`config.mk`:
```
export PLATFORM = sky130hd
export DESIGN_NAME = ultrasonic_ranging_scheduler_unit
export DESIGN_NICKNAME = d
export VERILOG_FILES = /design/src/hw/rtl/usrs_pkg.sv /design/src/hw/rtl/usrs_echo_conv.sv /design/src/hw/rtl/ultrasonic_ranging_scheduler_unit.sv
export SDC_FILE = /design/constraint.sdc
export NUM_CORES = 1
export LEC_CHECK = 0
export ABC_CLOCK_PERIOD_IN_PS = 17700
export BUFFER_PORTS_ARGS = -buffer_cell sky130_fd_sc_hd__buf_2
export CAP_MARGIN = 20
export CORE_MARGIN = 5
export CORE_UTILIZATION = 40
export DETAILED_ROUTE_END_ITERATION = 6
export PLACE_DENSITY = 0.63
export SYNTH_ARGS = -nofsm -noshare
export SYNTH_HDL_FRONTEND = slang
export SYNTH_SLANG_ARGS = --single-unit
```
`constraint.sdc`:
```
create_clock -name clk -period 17.7 [get_ports clk]
set_clock_uncertainty 0.1 [all_clocks]
set_input_delay 3.54 -clock clk [delete_from_list [all_inputs] [get_ports clk]]
set_output_delay 3.54 -clock clk [all_outputs]
set_load 0.01 [all_outputs]
```
`src/hw/rtl/usrs_pkg.sv`:
```
// Shared types and constants for the ultrasonic ranging scheduler.
// No dependencies; every other file imports this package.
`timescale 1ns / 1ps
package usrs_pkg;

  localparam int CHANNELS = 4;
  localparam int CH_W     = 2;

  // Item opcodes.
  localparam logic [1:0] OP_TICK = 2'd0;
  localparam logic [1:0] OP_READ = 2'd1;
  localparam logic [1:0] OP_ECHO = 2'd2;

  // Configuration register indexes.
  localparam logic [1:0] REG_ENABLE_MASK  = 2'd0;
  localparam logic [1:0] REG_SENSOR_MAP   = 2'd1;
  localparam logic [1:0] REG_MIN_INTERVAL = 2'd2;
  localparam logic [1:0] REG_MAX_DIST     = 2'd3;

  localparam logic [3:0]  ENABLE_MASK_RST  = 4'd15;
  localparam logic [7:0]  SENSOR_MAP_RST   = 8'd228;
  localparam logic [19:0] MIN_INTERVAL_RST = 20'd30000;
  localparam logic [12:0] MAX_DIST_RST     = 13'd4500;

  // Divide by 100 as multiply by ceil(2^27/100) and shift; exact for inputs up to
  // 1864134, which covers 17*w+50 for every width below 2^16.
  localparam int          RECIP_SHIFT = 27;
  localparam logic [20:0] RECIP_100   = 21'd1342178;

  typedef struct packed {
    logic [1:0] op;
    logic [1:0] sensor;
    logic       echo_level;
  } in_item_t;

  typedef struct packed {
    logic [12:0] read_distance_mm;
    logic        trigger_valid;
    logic [1:0]  trigger_channel;
    logic        update_valid;
  } out_item_t;

  typedef struct packed {
    logic [13:0] dist_mm;
    logic        in_range;
  } conv_res_t;

endpackage

```
`src/hw/rtl/usrs_echo_conv.sv`:
```
// Echo pulse width to millimeters with range check: (w*17+50)/100 < max.
// Depends on usrs_pkg.
`timescale 1ns / 1ps
module usrs_echo_conv import usrs_pkg::*; (
  input  logic [31:0] width_us,
  input  logic [12:0] max_distance_mm,
  output conv_res_t   res
);

  logic [20:0] scaled;
  logic [41:0] prod;
  logic [13:0] conv_mm;

  // Any width of 2^16 us or more lands far beyond the largest limit.
  assign scaled = {1'b0, width_us[15:0], 4'b0000} + {5'b00000, width_us[15:0]} + 21'd50;
  assign prod   = {21'd0, scaled} * {21'd0, RECIP_100};
  assign conv_mm = prod[RECIP_SHIFT+13:RECIP_SHIFT];

  assign res.dist_mm  = conv_mm;
  assign res.in_range = (width_us[31:16] == 16'd0) && (conv_mm < {1'b0, max_distance_mm});

endmodule

```
`src/hw/rtl/ultrasonic_ranging_scheduler_unit.sv`:
```
// An accepted item waits in the input register; its result then loads the result register.
// Throughput: one item per cycle while the output is not stalled; an input register feeds
// one stage of logic that updates the ranging state and loads the result register.
// Reset (synchronous, rst_n low): registers return to defaults, time and distances
// clear to zero, and no item is held.
`timescale 1ns / 1ps
module ultrasonic_ranging_scheduler_unit import usrs_pkg::*; (
  input  logic        clk,
  input  logic        rst_n,
  input  logic        in_valid,
  output logic        in_ready,
  input  in_item_t    in_data,
  output logic        out_valid,
  input  logic        out_ready,
  output out_item_t   out_data,
  input  logic        cfg_valid,
  output logic        cfg_ready,
  input  logic [1:0]  cfg_index,
  input  logic [19:0] cfg_data
);

  logic [3:0]  enable_mask_r;
  logic [7:0]  sensor_map_r;
  logic [19:0] min_interval_r;
  logic [12:0] max_dist_r;

  logic [31:0] time_us_r, time_us_nxt;
  logic [31:0] last_trig_r, last_trig_nxt;
  logic [CH_W-1:0] active_ch_r, active_ch_nxt;
  logic [31:0] echo_start_r [CHANNELS];
  logic [12:0] dist_store_r [CHANNELS];

  logic      item_valid_r;
  in_item_t  item_r;
  logic      out_valid_r;
  out_item_t out_r, out_nxt;

  logic advance;
  logic start_wr, dist_wr;
  logic [CH_W-1:0] n_ch, phys_ch, next_ch;
  logic next_found;
  conv_res_t conv;

  assign advance   = !out_valid_r || out_ready;
  assign in_ready  = !item_valid_r || advance;
  assign cfg_ready = 1'b1;
  assign out_valid = out_valid_r;
  assign out_data  = out_r;

  assign n_ch    = item_r.sensor;
  assign phys_ch = sensor_map_r[2*n_ch +: 2];

  // Round-robin search for the next enabled channel after the active one.
  always_comb begin
    logic [CH_W:0] cand;
    next_ch    = active_ch_r;
    next_found = 1'b0;
    for (int i = CHANNELS; i >= 1; i--) begin
      cand = {1'b0, active_ch_r} + (CH_W+1)'(i);
      if (cand >= (CH_W+1)'(CHANNELS)) begin
        cand = cand - (CH_W+1)'(CHANNELS);
      end
      if (enable_mask_r[cand[CH_W-1:0]]) begin
        next_ch    = cand[CH_W-1:0];
        next_found = 1'b1;
      end
    end
  end

  usrs_echo_conv u_conv (
    .width_us        (time_us_r - echo_start_r[n_ch]),
    .max_distance_mm (max_dist_r),
    .res             (conv)
  );

  always_comb begin
    time_us_nxt   = time_us_r;
    last_trig_nxt = last_trig_r;
    active_ch_nxt = active_ch_r;
    start_wr      = 1'b0;
    dist_wr       = 1'b0;
    out_nxt       = '0;
    case (item_r.op)
      OP_TICK: begin
        time_us_nxt = time_us_r + 32'd1;
      end
      OP_READ: begin
        if (enable_mask_r[n_ch]) begin
          if ((time_us_r - last_trig_r) >= {12'd0, min_interval_r}) begin
            active_ch_nxt = next_ch;
            if (next_found) begin
              out_nxt.trigger_valid   = 1'b1;
              out_nxt.trigger_channel = next_ch;
              last_trig_nxt           = time_us_r;
            end
          end
          out_nxt.read_distance_mm = dist_store_r[phys_ch];
        end
      end
      OP_ECHO: begin
        if (n_ch == active_ch_r && enable_mask_r[n_ch]) begin
          if (item_r.echo_level) begin
            start_wr = 1'b1;
          end else if (conv.in_range) begin
            dist_wr              = 1'b1;
            out_nxt.update_valid = 1'b1;
          end
        end
      end
      default: begin
      end
    endcase
  end

  always_ff @(posedge clk) begin
    if (!rst_n) begin
      enable_mask_r  <= ENABLE_MASK_RST;
      sensor_map_r   <= SENSOR_MAP_RST;
      min_interval_r <= MIN_INTERVAL_RST;
      max_dist_r     <= MAX_DIST_RST;
    end else if (cfg_valid && cfg_ready) begin
      case (cfg_index)
        REG_ENABLE_MASK:  enable_mask_r  <= cfg_data[3:0];
        REG_SENSOR_MAP:   sensor_map_r   <= cfg_data[7:0];
        REG_MIN_INTERVAL: min_interval_r <= cfg_data;
        REG_MAX_DIST:     max_dist_r     <= cfg_data[12:0];
        default: begin
        end
      endcase
    end
  end

  always_ff @(posedge clk) begin
    if (!rst_n) begin
      item_valid_r <= 1'b0;
      out_valid_r  <= 1'b0;
      time_us_r    <= '0;
      last_trig_r  <= '0;
      active_ch_r  <= '0;
      for (int i = 0; i < CHANNELS; i++) begin
        echo_start_r[i] <= '0;
        dist_store_r[i] <= '0;
      end
    end else begin
      if (in_ready) begin
        item_valid_r <= in_valid;
      end
      if (advance) begin
        out_valid_r <= item_valid_r;
        if (item_valid_r) begin
          time_us_r   <= time_us_nxt;
          last_trig_r <= last_trig_nxt;
          active_ch_r <= active_ch_nxt;
          if (start_wr) begin
            echo_start_r[n_ch] <= time_us_r;
          end
          if (dist_wr) begin
            dist_store_r[n_ch] <= conv.dist_mm[12:0];
          end
        end
      end
    end
  end

  always_ff @(posedge clk) begin
    if (in_valid && in_ready) begin
      item_r <= in_data;
    end
    if (advance && item_valid_r) begin
      out_r <= out_nxt;
    end
  end

endmodule

```
==> impl_metrics.py <==
metrics = {
    "clock_tree": {
        "cts_htree_levels": 2,
        "post-cts-setup-buffer-count": 0,
        "clk_pin_slew_worst_paths_ns": 0.06,
        "clock_insertion_delay_worst_skew_ns": 0.55,
        "tritoncts.num_buffers": 37,
        "cts_sinks": 317,
        "cts_tree": "done",
        "cts_hold_buffers": 0,
        "max-clock-path-buffers": 3,
        "post_cts.resized_instances": 0,
        "clock_tree.root_cell": "sky130_fd_sc_hd__clkbuf_16",
    },
    "grt": {
        "wire_length_of_the_first_global_routing_pass_um": 107000,
        "grt.overflow.total": 0,
        "globalRouteTotalUtil_pct": 18.5,
        "top_usage_layer": "met2",
        "first_global_vias": 19700,
        "global_route.usage.met1_pct": 24.8,
        "grt_max_degree": 71,
        "initial_antenna_violation_count": 0,
        "grt_util_met2_pct": 31.9,
        "met3_usage_pct": 2.31,
    },
    "critical_path": {
        "critical-path-top-cell-by-count": "sky130_fd_sc_hd__ha_1",
        "cp_slowest_stage_delay_ns": 0.64,
        "arrival_ns": 15.77,
        "critical_path_required_ns": 17.94,
        "worst_setup_path_end_kind": "flip-flop",
        "worstSetupStartpointType": "flip-flop",
        "critical_path.slowest_cell": "sky130_fd_sc_hd__xor2_1",
        "setup.worst_path.class": "reg2reg",
        "crit_fanout": 52,
    },
    "sta": {
        "final_max_slew_viol_count": 0,
        "tightestPinTransition_ns": 1.08,
        "finalWorstPathRequiredPeriod_ns": 15.53,
        "setup_slack_ns": 2.17,
        "rel_slew_slack_pct": 28.0,
        "final.period_utilization_pct": 87.8,
        "grt_setup_unrepaired": "no",
        "peak_clock_frequency_supported_by_timing_mhz": 64.4,
        "hold_viol": 0,
        "timing.setup.tns_ns": 0,
        "setup_violations": 0,
    },
    "yosys": {
        "synth.net_count": 3152,
        "yosys_most_used_dff": "sky130_fd_sc_hd__edfxtp_1",
        "avgSynthCellArea_um2": 10.1,
        "synth.lib_cells_used.distinct": 89,
        "netlist.top_cell.by_area": "sky130_fd_sc_hd__edfxtp_1",
        "count_of_flip_flops_with_a_built_in_enable_after_synthesis": 202,
        "asr_flop_ratio_synth_pct": 0,
        "yosys-top-cells-area": "sky130_fd_sc_hd__edfxtp_1 23%, sky130_fd_sc_hd__ha_1 16%, sky130_fd_sc_hd__fa_1 11%",
        "synthesis.area_mm2": 0.0267,
        "synthCells": 2637,
        "yosys_warnings": 0,
        "synth-seq-area-share_pct": 31.4,
        "yosys_register_bits": 317,
        "synth_top_cell_area_share_pct": 22.7,
    },
    "floorplanning": {
        "fp.coreArea_mm2": 0.0660,
        "floorplan.die.width_um": 268,
        "std_cell_rows": 94,
        "die_h_um": 268,
        "start_util_pct": 40.4,
        "die-area_mm2": 0.0719,
        "design.portCount": 52,
    },
    "job": {
        "max_cap_viol": 0,
    },
    "placement": {
        "gp_congestion": 0.894,
        "placement.io_buffers": 50,
        "post-dp-hpwl_um": 51700,
        "placed_standard_cell_area_mm2": 0.0280,
        "detailedPlace.worstSlack_ns": 2.25,
    },
    "cells_and_area": {
        "areaGrowthSynthToFinish_pct": 9.27,
        "finish.net_count": 3185,
        "layout-drive-gt1-share_pct": 8.64,
        "antenna-diode-count": 0,
        "filler_cell_count": 6226,
        "design_area_mm2": 0.0291,
    },
    "routing": {
        "antenna_violating_nets_post_route": 0,
        "detailedRoute.firstPassIterationCount": 5,
        "average_via_count_per_standard_cell": 5.35,
        "via_count": 19100,
        "drt_wl_total_um": 66200,
        "avgRoutedWirePerCell_um": 18.6,
        "drtIter0Drc": 1169,
        "route.detailed.drc": 0,
    },
    "outcome": {
        "run_status": "finished, final reports clean",
    },
    "min_path": {
        "holdCritPathClass": "reg2reg",
    },
}
[final timing paths]
check / from / end / slack [ns] / cells past startpoint
max reg2reg: flip-flop / dist_store_r[2][2] / 2.17 / 52
min reg2reg: last_trig_r[12] / last_trig_r[12] / 0.36 / 2
max: flip-flop / dist_store_r[2][2] / 2.17 / 52
min: last_trig_r[12] / last_trig_r[12] / 0.36 / 2
[placed cells by master (no fill, tap or decap), drive strengths merged, types with 8 or more instances in the layout]
cell	count
a211o	8
a211oi	20
a21boi	26
a21o	30
a21oi	93
and2	124
and3	54
buf	87
clkbuf	52
dfxtp	115
edfxtp	202
fa	150
ha	333
inv	420
mux2i	54
mux4	48
nand2	202
nand2b	17
nand3	35
nand4	17
nor2	87
nor2b	37
nor3	35
nor4	70
o211a	8
o211ai	22
o21a	22
o21ai	61
o21bai	8
o31ai	9
or3	12
xnor2	88
xor2	34
[cells in the mapped netlist, types with 7 or more instances]
| library cell | instances |
|---|---|
| sky130_fd_sc_hd__nand2b_1 | 17 |
| sky130_fd_sc_hd__a21oi_1 | 93 |
| sky130_fd_sc_hd__or3_1 | 12 |
| sky130_fd_sc_hd__o211ai_1 | 22 |
| sky130_fd_sc_hd__o21ai_0 | 55 |
| sky130_fd_sc_hd__o211a_1 | 8 |
| sky130_fd_sc_hd__mux4_2 | 48 |
| sky130_fd_sc_hd__o31ai_1 | 9 |
| sky130_fd_sc_hd__xor2_1 | 34 |
| sky130_fd_sc_hd__mux2i_1 | 54 |
| sky130_fd_sc_hd__a211o_1 | 8 |
| sky130_fd_sc_hd__nand3_1 | 35 |
| sky130_fd_sc_hd__dfxtp_1 | 115 |
| sky130_fd_sc_hd__fa_1 | 150 |
| sky130_fd_sc_hd__nor3b_1 | 7 |
| sky130_fd_sc_hd__o21bai_1 | 8 |
| sky130_fd_sc_hd__inv_1 | 417 |
| sky130_fd_sc_hd__a21boi_0 | 26 |
| sky130_fd_sc_hd__nor2_1 | 87 |
| sky130_fd_sc_hd__xnor2_1 | 88 |
| sky130_fd_sc_hd__ha_1 | 333 |
| sky130_fd_sc_hd__nor3_1 | 35 |
| sky130_fd_sc_hd__edfxtp_1 | 202 |
| sky130_fd_sc_hd__and2_1 | 124 |
| sky130_fd_sc_hd__nand4_1 | 17 |
| sky130_fd_sc_hd__a211oi_1 | 19 |
| sky130_fd_sc_hd__a21o_1 | 30 |
| sky130_fd_sc_hd__nor4_1 | 63 |
| sky130_fd_sc_hd__clkbuf_1 | 71 |
| sky130_fd_sc_hd__buf_2 | 8 |
| sky130_fd_sc_hd__and3_1 | 54 |
| sky130_fd_sc_hd__o21a_1 | 22 |
| sky130_fd_sc_hd__nor2b_1 | 37 |
| sky130_fd_sc_hd__nand2_1 | 202 |
[kinds of logic (layout without fill, tap and decap cells)]
group / after synthesis / after routing / synth area share [%]
AOI/OAI and AO/OA: 372 / 372 / 9.67
xor gates and xnor gates: 122 / 122 / 4.01
adders and majority gates: 483 / 483 / 26.9
buffers and inverters: 511 / 571 / 7.43
DFF: 317 / 317 / 31.4
muxes: 105 / 105 / 6.21
other: 1 / 1 / 0.0141
and+or+nand+nor: 726 / 726 / 14.4
[routing by layer]
metal / vias to the layer above / wire length [um]
met2: 408 / 32100
met4: 0 / 1440
met5: - / 0
met3: 70 / 2760
met1: 9381 / 29900
li1: 9202 / -
[worst max-delay path, delay by kind of cell, from the launching register on]
kind	cells	cell delay (ns)
adders and majority gates	12	4.71
AOI/OAI and AO/OA	16	4.12
and+or+nand+nor	13	2.65
buffers and inverters	7	1.40
xor gates and xnor gates	3	1.27
muxes	1	0.56
DFF	1	0.49
[cell type report]
| type | instances | area [um2] | share of cell area (%) |
|---|---|---|---|
| clock buffers | 52 | 1070 | 3.66 |
| clock inverters | 14 | 114 | 0.391 |
| well taps | 864 | 1080 | 3.71 |
| flip-flops and latches | 317 | 8370 | 28.7 |
| inverters | 418 | 1570 | 5.38 |
| repair buffers | 87 | 551 | 1.89 |
| multi-input cells | 1809 | 16400 | 56.2 |
[flip-flops by register name, indices dropped and copies added, names as in the netlist, named ones only]
name            count
echo_start_r      128
min_interval_r     20
out_data           17
active_ch_r         2
last_trig_r        32
item_valid_r        1
dist_store_r       52
time_us_r          32
enable_mask_r       4
n_ch                2
item_r              3
sensor_map_r        8
out_valid           1
max_dist_r         13
[stage by stage]
step	std cells	hold slack [ns]	util, %
3_3_place_gp	3494	0.343	42.3
3_5_place_dp	3495	0.347	42.4
4_1_cts	3561	0.360	44.2
6_report	3561	0.357	44.2
5_1_grt	3561	0.378	44.2
2_1_floorplan	2637	0.335	-
Power is not shown: default switching activity piles up to over one toggle a cycle in this logic, so the estimate is an artifact.
